==> src/sv/vaos_pkg.sv <==
`timescale 1ns / 1ps
`default_nettype none
// ----------------------------------------------------------------------------
// vaos_pkg: shared definitions for the voice allocator
// Sizes, event codes and the command and status words that pass between
// the controller and the datapath.
// ----------------------------------------------------------------------------
package vaos_pkg;

    localparam int NUM_VOICES = 16;
    localparam int VIDX_W     = (NUM_VOICES > 1) ? $clog2(NUM_VOICES) : 1;
    localparam int PITCH_W    = 7;
    localparam int VEL_W      = 7;
    localparam int MASK_W     = 16;
    localparam int VOICE_W    = 4;
    localparam int AGE_W      = 64;

    // Voices that have a bit in the silent and released masks.
    localparam int MASKED_N   = (NUM_VOICES < MASK_W) ? NUM_VOICES : MASK_W;

    localparam logic FUNC_NOTE_ON = 1'b0;

    typedef struct packed {
        logic load;    // capture the accepted word and restart the scan
        logic step;    // examine one voice
        logic commit;  // update the voice state and load the result register
    } ctrl_cmd_t;

    typedef struct packed {
        logic in_note_on;  // word on the input port is a real note-on
        logic scan_last;   // the scan is at the highest voice
    } ctrl_status_t;

endpackage

`default_nettype wire

==> src/sv/vaos_ctrl.sv <==
`timescale 1ns / 1ps
`default_nettype none
// ----------------------------------------------------------------------------
// vaos_ctrl: sequencing controller
// Accepts one word at a time, runs the voice scan for note-ons and commits
// the result into the output register once that register is free.
// ----------------------------------------------------------------------------
module vaos_ctrl
    import vaos_pkg::*;
(
    input  wire logic         clk,
    input  wire logic         rst_n,
    input  wire logic         in_valid,
    output logic              in_stall,
    output logic              out_valid,
    input  wire logic         out_stall,
    input  wire ctrl_status_t status,
    output ctrl_cmd_t         cmd
);

    typedef enum logic [2:0] {
        S_IDLE = 3'b001,
        S_SCAN = 3'b010,
        S_DONE = 3'b100
    } state_t;

    state_t state_reg, state_next;
    logic   out_valid_reg, out_valid_next;
    logic   accept;
    logic   slot_free;

    assign accept    = in_valid && (state_reg == S_IDLE);
    assign slot_free = !out_valid_reg || !out_stall;

    always_comb
    begin
        state_next = state_reg;
        cmd        = '0;
        cmd.load   = accept;
        unique case (state_reg)
            S_IDLE:
            begin
                if (accept)
                begin
                    state_next = status.in_note_on ? S_SCAN : S_DONE;
                end
            end
            S_SCAN:
            begin
                cmd.step = 1'b1;
                if (status.scan_last)
                begin
                    state_next = S_DONE;
                end
            end
            S_DONE:
            begin
                if (slot_free)
                begin
                    cmd.commit = 1'b1;
                    state_next = S_IDLE;
                end
            end
            default:
            begin
                state_next = S_IDLE;
            end
        endcase
    end

    always_comb
    begin
        out_valid_next = out_valid_reg;
        if (cmd.commit)
        begin
            out_valid_next = 1'b1;
        end
        else if (!out_stall)
        begin
            out_valid_next = 1'b0;
        end
    end

    always_ff @(posedge clk or negedge rst_n)
    begin
        if (!rst_n)
        begin
            state_reg     <= S_IDLE;
            out_valid_reg <= 1'b0;
        end
        else
        begin
            state_reg     <= state_next;
            out_valid_reg <= out_valid_next;
        end
    end

    assign in_stall  = (state_reg != S_IDLE);
    assign out_valid = out_valid_reg;

endmodule

`default_nettype wire

==> src/sv/vaos_dp.sv <==
`timescale 1ns / 1ps
`default_nettype none
// ----------------------------------------------------------------------------
// vaos_dp: voice state and allocation datapath
// Holds the voice table and age counter, scans one voice a cycle for the
// first free voice and the oldest stamp, and holds the result register.
// ----------------------------------------------------------------------------
module vaos_dp
    import vaos_pkg::*;
(
    input  wire logic               clk,
    input  wire logic               rst_n,
    input  wire logic               func,
    input  wire logic [PITCH_W-1:0] pitch,
    input  wire logic [VEL_W-1:0]   velocity,
    input  wire logic [MASK_W-1:0]  silent_mask,
    input  wire ctrl_cmd_t          cmd,
    output ctrl_status_t            status,
    output logic [VOICE_W-1:0]      assigned_voice,
    output logic                    assigned_valid,
    output logic                    was_stolen,
    output logic [MASK_W-1:0]       released_mask
);

    // Voice table. Age entries that were never stamped read as zero.
    logic [NUM_VOICES-1:0] active_reg, active_next;
    logic [NUM_VOICES-1:0] age_ok_reg, age_ok_next;
    logic [PITCH_W-1:0]    vpitch_reg [NUM_VOICES];
    logic [AGE_W-1:0]      vage_reg   [NUM_VOICES];
    logic [AGE_W-1:0]      ctr_reg, ctr_next;

    // Captured event.
    logic                  ev_on_reg;
    logic [PITCH_W-1:0]    ev_pitch_reg;
    logic [MASK_W-1:0]     ev_silent_reg;

    // Scan state.
    logic [VIDX_W-1:0]     idx_reg, idx_next;
    logic                  found_reg, found_next;
    logic [VIDX_W-1:0]     free_idx_reg, free_idx_next;
    logic [AGE_W-1:0]      best_age_reg, best_age_next;
    logic [VIDX_W-1:0]     best_idx_reg, best_idx_next;

    // Result register.
    logic [VOICE_W-1:0]    voice_out_reg;
    logic                  valid_out_reg;
    logic                  stolen_out_reg;
    logic [MASK_W-1:0]     rel_out_reg;

    logic [NUM_VOICES-1:0] silent_ext;
    logic [NUM_VOICES-1:0] rel_full;
    logic [MASK_W-1:0]     rel_mask;
    logic [AGE_W-1:0]      scan_age;
    logic [VIDX_W-1:0]     target;

    always_comb
    begin
        silent_ext = '0;
        for (int v = 0; v < MASKED_N; v++)
        begin
            silent_ext[v] = ev_silent_reg[v];
        end
    end

    always_comb
    begin
        for (int v = 0; v < NUM_VOICES; v++)
        begin
            rel_full[v] = active_reg[v] && (vpitch_reg[v] == ev_pitch_reg);
        end
        rel_mask = '0;
        for (int b = 0; b < MASKED_N; b++)
        begin
            rel_mask[b] = rel_full[b];
        end
    end

    assign scan_age = age_ok_reg[idx_reg] ? vage_reg[idx_reg] : '0;
    assign target   = found_reg ? free_idx_reg : best_idx_reg;
    assign ctr_next = ctr_reg + AGE_W'(1);

    assign status.in_note_on = (func == FUNC_NOTE_ON) && (velocity != '0);
    assign status.scan_last  = (idx_reg == VIDX_W'(NUM_VOICES - 1));

    always_comb
    begin
        idx_next      = idx_reg;
        found_next    = found_reg;
        free_idx_next = free_idx_reg;
        best_age_next = best_age_reg;
        best_idx_next = best_idx_reg;
        if (cmd.load)
        begin
            idx_next   = '0;
            found_next = 1'b0;
        end
        else if (cmd.step)
        begin
            idx_next = idx_reg + VIDX_W'(1);
            if (!found_reg && !active_reg[idx_reg] && silent_ext[idx_reg])
            begin
                found_next    = 1'b1;
                free_idx_next = idx_reg;
            end
            // Strict compare keeps the lowest voice on equal stamps.
            if ((idx_reg == '0) || (scan_age < best_age_reg))
            begin
                best_age_next = scan_age;
                best_idx_next = idx_reg;
            end
        end
    end

    always_comb
    begin
        active_next = active_reg;
        age_ok_next = age_ok_reg;
        if (cmd.commit)
        begin
            if (ev_on_reg)
            begin
                active_next[target] = 1'b1;
                age_ok_next[target] = 1'b1;
            end
            else
            begin
                active_next = active_reg & ~rel_full;
            end
        end
    end

    always_ff @(posedge clk or negedge rst_n)
    begin
        if (!rst_n)
        begin
            active_reg <= '0;
            age_ok_reg <= '0;
            ctr_reg    <= '0;
        end
        else
        begin
            active_reg <= active_next;
            age_ok_reg <= age_ok_next;
            if (cmd.commit && ev_on_reg)
            begin
                ctr_reg <= ctr_next;
            end
        end
    end

    always_ff @(posedge clk)
    begin
        idx_reg      <= idx_next;
        found_reg    <= found_next;
        free_idx_reg <= free_idx_next;
        best_age_reg <= best_age_next;
        best_idx_reg <= best_idx_next;
        if (cmd.load)
        begin
            ev_on_reg     <= status.in_note_on;
            ev_pitch_reg  <= pitch;
            ev_silent_reg <= silent_mask;
        end
        if (cmd.commit)
        begin
            if (ev_on_reg)
            begin
                vpitch_reg[target] <= ev_pitch_reg;
                vage_reg[target]   <= ctr_next;
                voice_out_reg      <= VOICE_W'(target);
                valid_out_reg      <= 1'b1;
                stolen_out_reg     <= !found_reg;
                rel_out_reg        <= '0;
            end
            else
            begin
                voice_out_reg  <= '0;
                valid_out_reg  <= 1'b0;
                stolen_out_reg <= 1'b0;
                rel_out_reg    <= rel_mask;
            end
        end
    end

    assign assigned_voice = voice_out_reg;
    assign assigned_valid = valid_out_reg;
    assign was_stolen     = stolen_out_reg;
    assign released_mask  = rel_out_reg;

endmodule

`default_nettype wire

==> src/sv/voice_allocator_oldest_steal.sv <==
`timescale 1ns / 1ps
`default_nettype none
// ----------------------------------------------------------------------------
// voice_allocator_oldest_steal: polyphonic voice allocator
// Assigns note-ons to voices, stealing the oldest when none is free, and
// releases every active voice holding the pitch of a note-off.
// ----------------------------------------------------------------------------
// The block takes one note event word at a time. A note-on (non-zero
// velocity) walks the voice table one voice per cycle through a single
// 64-bit age comparator, looking at the same time for the lowest voice that
// is inactive and silent and for the oldest stamp; the word is captured on
// acceptance, the scan then steps through every voice, and the result is
// committed once the output register is free. A note-off, or a note-on of
// zero velocity, compares all stored pitches at once and needs no scan. The
// result goes into an output register, so a new word is accepted in the
// cycle after the commit even while that result still waits to be taken;
// the commit of the following word waits only if the output register is
// then still full. Released voices are reported as a mask, and a stolen
// voice is flagged.
// ----------------------------------------------------------------------------
module voice_allocator_oldest_steal
    import vaos_pkg::*;
(
    input  wire logic               clk,
    input  wire logic               rst_n,
    input  wire logic               in_valid,
    output logic                    in_stall,
    input  wire logic               func,
    input  wire logic [PITCH_W-1:0] pitch,
    input  wire logic [VEL_W-1:0]   velocity,
    input  wire logic [MASK_W-1:0]  silent_mask,
    output logic                    out_valid,
    input  wire logic               out_stall,
    output logic [VOICE_W-1:0]      assigned_voice,
    output logic                    assigned_valid,
    output logic                    was_stolen,
    output logic [MASK_W-1:0]       released_mask
);

    // Commands from the controller and scan status back from the datapath.
    ctrl_cmd_t    cmd;
    ctrl_status_t status;

    // The controller owns the handshakes and the order of the work.
    vaos_ctrl u_ctrl (
        .clk       (clk),
        .rst_n     (rst_n),
        .in_valid  (in_valid),
        .in_stall  (in_stall),
        .out_valid (out_valid),
        .out_stall (out_stall),
        .status    (status),
        .cmd       (cmd)
    );

    // The datapath holds the voice table, the age counter and the result.
    vaos_dp u_dp (
        .clk            (clk),
        .rst_n          (rst_n),
        .func           (func),
        .pitch          (pitch),
        .velocity       (velocity),
        .silent_mask    (silent_mask),
        .cmd            (cmd),
        .status         (status),
        .assigned_voice (assigned_voice),
        .assigned_valid (assigned_valid),
        .was_stolen     (was_stolen),
        .released_mask  (released_mask)
    );

endmodule

`default_nettype wire

==> config.mk <==
export PLATFORM = sky130hd
export DESIGN_NAME = voice_allocator_oldest_steal
export DESIGN_NICKNAME = d
export VERILOG_FILES = /design/src/sv/vaos_pkg.sv /design/src/sv/vaos_ctrl.sv /design/src/sv/vaos_dp.sv /design/src/sv/voice_allocator_oldest_steal.sv
export SDC_FILE = /design/constraint.sdc
export NUM_CORES = 1
export LEC_CHECK = 0
export ABC_CLOCK_PERIOD_IN_PS = 17300
export BUFFER_PORTS_ARGS = -buffer_cell sky130_fd_sc_hd__buf_2
export CAP_MARGIN = 20
export CORE_ASPECT_RATIO = 1.75
export CORE_UTILIZATION = 60
export DETAILED_ROUTE_END_ITERATION = 16
export GPL_TIMING_DRIVEN = 0
export PLACE_DENSITY = 0.76
export SLEW_MARGIN = 0
export SYNTH_ARGS = -nofsm -noshare
export SYNTH_HDL_FRONTEND = slang
export SYNTH_SLANG_ARGS = --single-unit
==> constraint.sdc <==
create_clock -name clk -period 17.3 [get_ports clk]
set_input_delay 4.325 -clock clk [delete_from_list [all_inputs] [get_ports clk]]
set_output_delay 4.325 -clock clk [all_outputs]
set_load 0.1 [all_outputs]
Word level (Yosys, flattened, before mapping)

Memory sizes are Yosys's and may differ from the RTL's. A register that Yosys moved wholly into a read port is not among the register bits.
Cells that the tools add are included.

Add/subtract/negate cells: 2
Equal/unequal tests: 25
Reduce and logical (&&, ||, !) cells: 35
Bitwise operators: 6
Magnitude comparators: 4
Muxes and demuxes: 26

Operators by type and width:

| kind                    | number |
|---|---|
| $eq A7 B7 Y1            | 16 |
| $add A64 B1 Y64 const B | 1 |
| $lt A64 B64 Y1          | 1 |
| $mux W64                | 1 |
| $or A16 B16 Y16         | 2 |
| $logic_and A1 B1 Y1     | 22 |
| $and A16 B16 Y16        | 1 |
| $mux W16                | 1 |
| $not A16 Y16            | 1 |
| $bmux W1 S4             | 3 |
| $mux W1                 | 12 |
| $mux W3                 | 4 |
| $mux W4                 | 3 |
| $lt A4 B5 Y1 const B    | 2 |
| $pmux W3 S3             | 1 |
| $reduce_and A3 Y1       | 3 |
| $reduce_bool A7 Y1      | 1 |
| $ne A2 B1 Y1 const B    | 3 |
| $add A4 B1 Y4 const B   | 1 |
| $demux W1 S4            | 1 |
| $eq A4 B4 Y1 const B    | 1 |
| $ge A4 B1 Y1 const B    | 1 |
| $logic_not A1 Y1        | 4 |
| $logic_not A4 Y1        | 1 |
| other kinds (8)         | 11 |

Memories: 2
RAM bits: 1136
Bits in registers: 223
Output and inout port bits: 24
Bits of input ports: 35

Memory list:

| name            | words | bits a word | rd ports | clocked after memory_dff | write ports | RTL line      | text |
|---|---|---|---|---|---|---|---|
| u_dp.vage_reg   | 16    | 64          | 1        | 1                        | 1           | vaos_dp.sv:29 | `logic [AGE_W-1:0] vage_reg [NUM_VOICES];` |
| u_dp.vpitch_reg | 16    | 7           | 16       | 0                        | 1           | vaos_dp.sv:28 | `logic [PITCH_W-1:0] vpitch_reg [NUM_VOICES];` |

Logic depth before layout (Yosys ltp)

Gate-level depths: netlist of run 1.

Depth after elaboration: 7
Gate-level depth with buffers: 16
Mapped depth without buffers: 13

Modules after synthesis

Synthesis of run 1 repeated with hierarchy kept, for this count alone.

Cells, all modules: 2749
Area total of the unflattened synthesis: 54482.3 µm²

By module, submodules not included:

| module    | sequential area each (µm²) | cells each | times used | area an instance (µm²) |
|---|---|---|---|---|
| vaos_dp   | 40238.6                    | 2724       | 1          | 54239.5 |
| vaos_ctrl | 101.3                      | 25         | 1          | 242.7 |

Least setup slack after synthesis of run 1

Ideal clock, no wire load.

Kind: input port to flip-flop
From: input out_stall
To: memory u_dp.vage_reg[14][0] (enable)
Arrival: 8964 ps
Setup slack: 7832 ps
Cell stages on the path: 4
Library setup time: 503 ps
Buffers on the path: 0
Path through: a21oi_1 > and2_1 > nand2_1 > nor2_1

Cells in the longest elaborated chain, start to end: 6

RTL lines:

| element                       | RTL line                           | text |
|---|---|---|
| from (decl)                   | voice_allocator_oldest_steal.sv:33 | `input wire logic out_stall,` |
| $logic_not A1 Y1              | vaos_ctrl.sv:33                    | `assign slot_free = !out_valid_reg \|\| !out_stall;` |
| $logic_or A1 B1 Y1            | vaos_ctrl.sv:33                    |  |
| $mux W1                       | vaos_ctrl.sv:58                    | `if (slot_free)` |
| $mux W1                       | vaos_ctrl.sv:40                    | `unique case (state_reg)` |
| $mux W1                       | vaos_dp.sv:164                     | `if (cmd.commit)` |
| $mux W1 (implied by the code) | vaos_dp.sv:169                     | `vage_reg[target] <= ctr_next;` |
| to (decl)                     | vaos_dp.sv:29                      |  |

No other way between the ends.

Worst setup path in the final report of run 1

From: register u_dp.idx_reg[1]
To: register u_dp.best_age_reg[26] (enable)

Cells in the longest elaborated chain, start to end: 6
Elaborated cells between the ends (all ways): 7
Classes of those cells: order compare (1); mux (3); reduce/logical (3)

RTL lines:

| element                            | RTL line       | text |
|---|---|---|
| from (decl)                        | vaos_dp.sv:38  | `logic [VIDX_W-1:0] idx_reg, idx_next;` |
| from (signal assigned)             | vaos_dp.sv:153 | `idx_reg <= idx_next;` |
| $bmux W1 S4                        | vaos_dp.sv:78  | `assign scan_age = age_ok_reg[idx_reg] ? vage_reg[idx_reg] : '0;` |
| $mux W1 (implied by the code)      | vaos_dp.sv:78  |  |
| $mux W64                           | vaos_dp.sv:78  |  |
| named net u_dp.scan_age[25]        | vaos_dp.sv:53  | `logic [AGE_W-1:0] scan_age;` |
| $lt A64 B64 Y1                     | vaos_dp.sv:106 | `if ((idx_reg == '0) \|\| (scan_age < best_age_reg))` |
| $logic_or A1 B1 Y1                 | vaos_dp.sv:106 |  |
| $reduce_and A3 Y1 (no source line) | n/a            |  |
| to (signal assigned)               | vaos_dp.sv:156 | `best_age_reg <= best_age_next;` |
| to (decl)                          | vaos_dp.sv:41  | `logic [AGE_W-1:0] best_age_reg, best_age_next;` |

The timed path passes the listed nets, and every way through them passes these cells. The select of a mux whose other input is x is not followed.
A chain may end at the register's enable or synchronous reset.

==> flow_metrics.env, run 1 <==
export IMPL_setup_ws_ns=10.24
export IMPL_maxSlewHeadroom_pct=23.83
export IMPL_stdcell_area_um2=61880
export IMPL_critPathCaptureType="register"
export IMPL_internal_power_mw=5.550
export IMPL_hold_slack_ns=0.4654
export IMPL_report_final_setup_viol=0
export IMPL_cts_max_path_buffers=3
export IMPL_max_stage_delay_ns=0.89
export IMPL_syn_inst=2759
export IMPL_routed_via_density=6.606
export IMPL_sw_frac_of_total_pct=25.68
export IMPL_layout_cells_non_filler=4317
export IMPL_total_power_mw=7.468
export IMPL_place_area_um2=57930
export IMPL_synth_edf_count=1254
export IMPL_final_util_pct=69.04
export IMPL_grt_pass1_wl_um=200300
export IMPL_crit_chain="clkbuf_1 -> mux4_2 -> mux2_2 -> o21ai_0 -> clkbuf_1 -> clkbuf_1 -> nor2b_1 -> ha_1 -> nand2_1 -> nor4_1 -> o2111ai_1 -> a2111o_1 -> a31oi_1 -> o21ai_4 -> buf_12"
export IMPL_finalCritPeriodShare_pct=40.79
export IMPL_drt_iter0_markers=3119
export IMPL_die_h_um=400.6
export IMPL_clkPwrFrac_pct=33.1
export IMPL_netlist_area_um2=54470
export IMPL_synth_mux_area_share_pct=13.53
export IMPL_port_buffers=58
export IMPL_synth_compound_area_share_pct=1.144
export IMPL_routed_wl_um=139900
export IMPL_ys_seq_elements=1363
export IMPL_clk_pin_slew_ns=0.07
export IMPL_synth_simple_area_share_pct=4.537
export IMPL_cts_post_setup_buffers_inserted=0
export IMPL_postCtsHoldBufs=0
export IMPL_wl_per_cell_um=32.40
export IMPL_track_usage_pct=31.05
export IMPL_worst_pin_slew_ns=1.139
export IMPL_final_cell_mix="edfxtp_1, mux4_2, xnor2_1"
export IMPL_hold_class="reg -> reg"
export IMPL_syn_to_final_growth_pct=13.60
export IMPL_grt_start_max_net_pins=66
export IMPL_switchingPower_mw=1.918
export IMPL_period_minus_slack_ns=7.057
export IMPL_synthAdderAreaFrac_pct=1.516
export IMPL_cp_start_kind="register"
export IMPL_clock_tree_root_cell="clkbuf_16"
export IMPL_worstReg2RegStart="u_dp.idx_reg[1]"
export IMPL_synth_area_per_cell_um2=19.74
export IMPL_ys_flop_type="edfxtp_1"
export IMPL_hpwl_um=91450
export IMPL_p_leak_nw=20.89
export IMPL_num_io_pins=59
export IMPL_holdPathEnd="u_dp.best_idx_reg[3]"
export IMPL_cts_tree="built"
export IMPL_fillers=5392
export IMPL_synthXorXnorAreaFrac_pct=3.859
export IMPL_synth_top_family_by_area="multiplexers"
export IMPL_finalMaxSlewViolations=0
export IMPL_dieWidth_um=229.8
export IMPL_gp_congestion=0.9250
export IMPL_yosys_area_top_type_share_pct=69.13
export IMPL_dp_slack_ns=9.721
export IMPL_drtPass1Iterations=6
export IMPL_async_flop_share_pct=7.337
export IMPL_cts_resized=0
export IMPL_synthTopCellsByArea="edfxtp_1, mux4_2, dfrtp_1, xnor2_1, xor2_1"
export IMPL_drc_errors=0
export IMPL_cts_buffers=107
export IMPL_antenna_found_initial=2
export IMPL_placed_cells=4073
export IMPL_hold_start="u_dp.idx_reg[3]"
export IMPL_ir_drop_mv=0.1169
export IMPL_cp_slowest_cell="nor4_1"
export IMPL_cts_sinks=1363
export IMPL_htreeDepth=3
export IMPL_worstPathRequired_ns=17.75
export IMPL_grt_ovfl_total=0
export IMPL_r2r_cells=15
export IMPL_grt_pass1_vias=29560
export IMPL_final_common_cell="edfxtp_1"
export IMPL_rrSetupSlack_ns=10.24
export IMPL_worstHoldPathCells=0
export IMPL_largest_reg_flops=1024
export IMPL_path_class="reg -> reg"
export IMPL_power_frac_seq_pct=51.0
export IMPL_rows=145
export IMPL_clkLatencyLatePin_ns=0.73
export IMPL_outcome="finished, final reports clean"
export IMPL_power_density_nw_per_um2=120.7
export IMPL_initial_core_util_pct=60.77
export IMPL_hold_viol_final=0
export IMPL_fmax_mhz=141.7
export IMPL_grt_setup_unrepaired="false"
export IMPL_synth_top_area_cell="edfxtp_1"
export IMPL_antenna_left=0
export IMPL_syn_nets=2860
export IMPL_finClkSkew_ns=0.03488
export IMPL_die_area_um2=92040
export IMPL_cp_arrival_ns=7.50
export IMPL_vias=28520
export IMPL_core_um2=89620
export IMPL_yosysWarnings=0
export IMPL_cap_violations=0
export IMPL_drive_above_1_share_pct=23.38
export IMPL_nNetsFinal=3151
export IMPL_synth_cell_types=61
export IMPL_setup_tns_ns=0
export IMPL_ys_seq_area_share_pct=74.06
export IMPL_cpMostUsedCell="clkbuf_1"
export IMPL_combPwrFrac_pct=15.9
export IMPL_critPathMaxFanout=29
export IMPL_timing_rr_end="u_dp.best_age_reg[26]"
## worst max-delay path, delay by kind of cell (launching register included)
kind	cells	cell delay [ns]
AO/OA/AOI/OAI	5	2.12
adder cells (fa/ha/maj)	1	0.34
buffers and inverters	4	1.96
flip-flops	1	0.41
multiplexers	2	0.69
AND/OR/NAND/NOR	3	1.22
## worst max path at each step
stage                                  endpoint  cells after the start             from
final                     u_dp.best_age_reg[26]                     15  u_dp.idx_reg[1]
after global routing      u_dp.best_age_reg[20]                     16         register
after CTS                 u_dp.best_age_reg[20]                     15  u_dp.idx_reg[1]
after detailed placement   u_dp.vage_reg[9][40]                      8        out_stall
after global placement      u_dp.age_ok_reg[15]                      6        out_stall
after floorplan            u_dp.vage_reg[14][0]                      4        out_stall
## power groups by stage
stage	logic [mW]	registers [mW]	clock network, mW
3_3_place_gp	1.06	3.89	0
3_5_place_dp	1.14	3.87	0
2_1_floorplan	0.732	3.90	0
5_1_grt	1.25	3.81	2.59
4_1_cts	1.15	3.80	2.49
6_report	1.19	3.81	2.47
## synth_stat cells (26+ instances only)
cell      number
a21oi_1       39
buf_1         26
clkbuf_1      91
dfrtp_1       99
edfxtp_1    1254
ha_1          66
inv_1         78
mux4_2       324
nand2_1       72
nand3_1       43
nand4_1       42
nor2_1       113
nor2b_1       73
xnor2_1      122
xor2_1       118
## layer usage
metal	part of all wire [%]	routed length, µm	vias up	GRT usage [%]
li1	-	-	11560	-
met4	6.7	9376	4	19.07
met1	32	44880	14770	35.00
met5	0.019	26	-	0
met2	54	75220	1758	55.77
met3	7.4	10360	430	4.024
## final cells by class
type                            count  area, µm²  share of cell area, %
Antenna cell                        1      2.502               0.004044
Buffer                            118      444.2                 0.7178
Clock buffer                      136       2942                  4.754
Clock inverter                     63      549.3                 0.8877
Inverter                           78      292.8                 0.4732
Multi-Input combinational cell   1200      13610                  22.00
Sequential cell                  1363      40340                  65.19
Tap cell                         1176       1471                  2.378
Timing Repair Buffer              182       2222                  3.591
## cells by family after synthesis
family	after synthesis
compound gates	97
xor+xnor	240
fa+ha+maj	66
buf+inv	196
flops	1363
mux	331
simple gates	466
(Power assumes the default switching activity.)
==> run 2: changes to the inputs <==
--- a/config.mk
+++ b/config.mk
@@ -5,11 +5,11 @@
 export SDC_FILE = /design/constraint.sdc
 export NUM_CORES = 1
 export LEC_CHECK = 0
-export ABC_CLOCK_PERIOD_IN_PS = 17300
+export ABC_CLOCK_PERIOD_IN_PS = 6250
 export BUFFER_PORTS_ARGS = -buffer_cell sky130_fd_sc_hd__buf_2
 export CAP_MARGIN = 20
 export CORE_ASPECT_RATIO = 1.75
-export CORE_UTILIZATION = 60
+export CORE_UTILIZATION = 57
 export DETAILED_ROUTE_END_ITERATION = 16
 export GPL_TIMING_DRIVEN = 0
 export PLACE_DENSITY = 0.76
==> constraint.sdc (replaced) <==
create_clock -name clk -period 6.25 [get_ports clk]
set_input_delay 1.5625 -clock clk [delete_from_list [all_inputs] [get_ports clk]]
set_output_delay 1.5625 -clock clk [all_outputs]
set_load 0.1 [all_outputs]
==> run 2 against run 1 <==
Combinational power increased to 2.7 times the previous value. Clock power grew to 2.8 times the previous value. Wire length down 1.5%. Global-route usage down 2.0 points. Clock-buffer cell count shrank 4. Total power rose to 2.8 times the previous value. Hold slack better by 0.010 ns. Non-clock buffer count decreased by 5. Clock skew rose by 0.00096 ns. Critical path depth grew 1. Final area up 0.21%. Setup slack worse by 10 ns. Largest cell class unchanged.
==> flow_metrics.env, run 2 (synthesis gave the netlist of run 1 again) <==
export IMPL_hpwl_um=91400
export IMPL_track_usage_pct=29.09
export IMPL_num_io_pins=59
export IMPL_p_leak_nw=20.95
export IMPL_rrSetupSlack_ns=0.15
export IMPL_antenna_cells=0
export IMPL_drive_above_1_share_pct=24.00
export IMPL_grt_pass1_vias=29330
export IMPL_cap_violations=0
export IMPL_die_area_um2=96850
export IMPL_antenna_found_initial=2
export IMPL_drt_iter0_markers=2740
export IMPL_hold_viol_final=0
export IMPL_dp_slack_ns=-1.024
export IMPL_grt_pass1_wl_um=198100
export IMPL_hold_class="reg -> reg"
export IMPL_ir_drop_mv=0.3334
export IMPL_timing_rr_end="u_dp.best_age_reg[21]"
export IMPL_cts_sinks=1363
export IMPL_finClkSkew_ns=0.03583
export IMPL_final_util_pct=65.61
export IMPL_vias=28130
export IMPL_clkLatencyLatePin_ns=0.74
export IMPL_clk_pin_slew_ns=0.08
export IMPL_cts_max_path_buffers=3
export IMPL_routed_via_density=6.473
export IMPL_routed_wl_um=137800
export IMPL_worstHoldPathCells=1
export IMPL_wl_per_cell_um=31.71
export IMPL_path_class="reg -> reg"
export IMPL_setup_tns_ns=0
export IMPL_htreeDepth=3
export IMPL_power_density_nw_per_um2=335.3
export IMPL_place_area_um2=58050
export IMPL_report_final_setup_viol=0
export IMPL_grt_ovfl_total=0
export IMPL_dieWidth_um=235.7
export IMPL_maxSlewHeadroom_pct=17.28
export IMPL_period_minus_slack_ns=6.102
export IMPL_cp_arrival_ns=6.57
export IMPL_final_cell_mix="edfxtp_1, mux4_2, xnor2_1"
export IMPL_postCtsHoldBufs=0
export IMPL_drtPass1Iterations=5
export IMPL_final_common_cell="edfxtp_1"
export IMPL_hold_slack_ns=0.4756
export IMPL_finalMaxSlewViolations=0
export IMPL_setup_ws_ns=0.1483
export IMPL_core_um2=94520
export IMPL_syn_to_final_growth_pct=13.84
export IMPL_critPathMaxFanout=25
export IMPL_layout_cells_non_filler=4346
export IMPL_antenna_left=0
export IMPL_r2r_cells=16
export IMPL_stdcell_area_um2=62010
export IMPL_cts_tree="built"
export IMPL_worstPathRequired_ns=6.72
export IMPL_fmax_mhz=163.9
export IMPL_outcome="finished, final reports clean"
export IMPL_placed_cells=4114
export IMPL_gp_congestion=0.9291
export IMPL_total_power_mw=20.79
export IMPL_initial_core_util_pct=57.63
export IMPL_port_buffers=58
export IMPL_finalCritPeriodShare_pct=97.63
export IMPL_cp_start_kind="register"
export IMPL_drc_errors=0
export IMPL_critPathCaptureType="register"
export IMPL_holdPathEnd="u_dp.age_ok_reg[9]"
export IMPL_cts_buffers=107
export IMPL_worst_pin_slew_ns=1.229
export IMPL_rows=149
export IMPL_hold_start="u_dp.age_ok_reg[9]"
export IMPL_grt_start_max_net_pins=65
export IMPL_grt_setup_unrepaired="false"
export IMPL_die_h_um=410.9
export IMPL_largest_reg_flops=1024
export IMPL_clock_tree_root_cell="clkbuf_16"
export IMPL_nNetsFinal=3147
==> run 2: per-layer routing <==
metal / share of wire [%] / global-route usage (%) / vias up
li1: - / - / 11520
met1: 33 / 32.24 / 14660
met2: 54 / 52.48 / 1530
met3: 6.5 / 4.541 / 412
met4: 6.8 / 18.02 / 4
met5: 0.019 / 0 / -
==> run 2: cell type report <==
type / instances / area, µm²
fillers: 5758 / 32510
well taps: 1208 / 1511
clock inverters: 69 / 743.2
inverters: 78 / 292.8
clock buffers: 132 / 2834
multi-input cells: 1201 / 13620
plain buffers: 118 / 541.8
repair buffers: 177 / 2125
flip-flops and latches: 1363 / 40340
==> run 2: worst max path at each step <==
stage / to / start
after floorplan: u_dp.vage_reg[14][0] / out_stall
after global placement: u_dp.age_ok_reg[7] / out_stall
after detailed placement: u_dp.best_age_reg[21] / register
after CTS: u_dp.best_age_reg[21] / u_dp.idx_reg[0]
after global routing: u_dp.best_age_reg[21] / register
final: u_dp.best_age_reg[21] / register
==> run 2: power by group <==
group	switching (mW)	internal, mW
Combinational	1.92	1.32
Clock	3.17	3.86
Sequential	0.212	10.3
==> run 2: critical path, cell delays in order, from the launching register on <==
cell,delay (ns)
dfxtp_1,0.39
clkbuf_1,0.60
buf_8,0.25
clkbuf_1,0.84
mux4_2,0.44
mux4_2,0.54
nor2b_1,0.18
ha_1,0.32
nand2_1,0.10
nor4_4,0.50
o21ai_0,0.15
o21ai_0,0.55
a311oi_1,0.10
a31oi_1,0.39
o21ai_4,0.12
buf_12,0.19
buf_16,0.18
==> run 2: timing repair <==
action                                  in CTS  in global routing
hold endpoints to repair                     0                  0
pin swaps                                    1                  0
buffers inserted                             1                  0
endpoints found under the setup margin      68                 25
gates cloned                                 1                  0
gates resized for setup                     36                  2
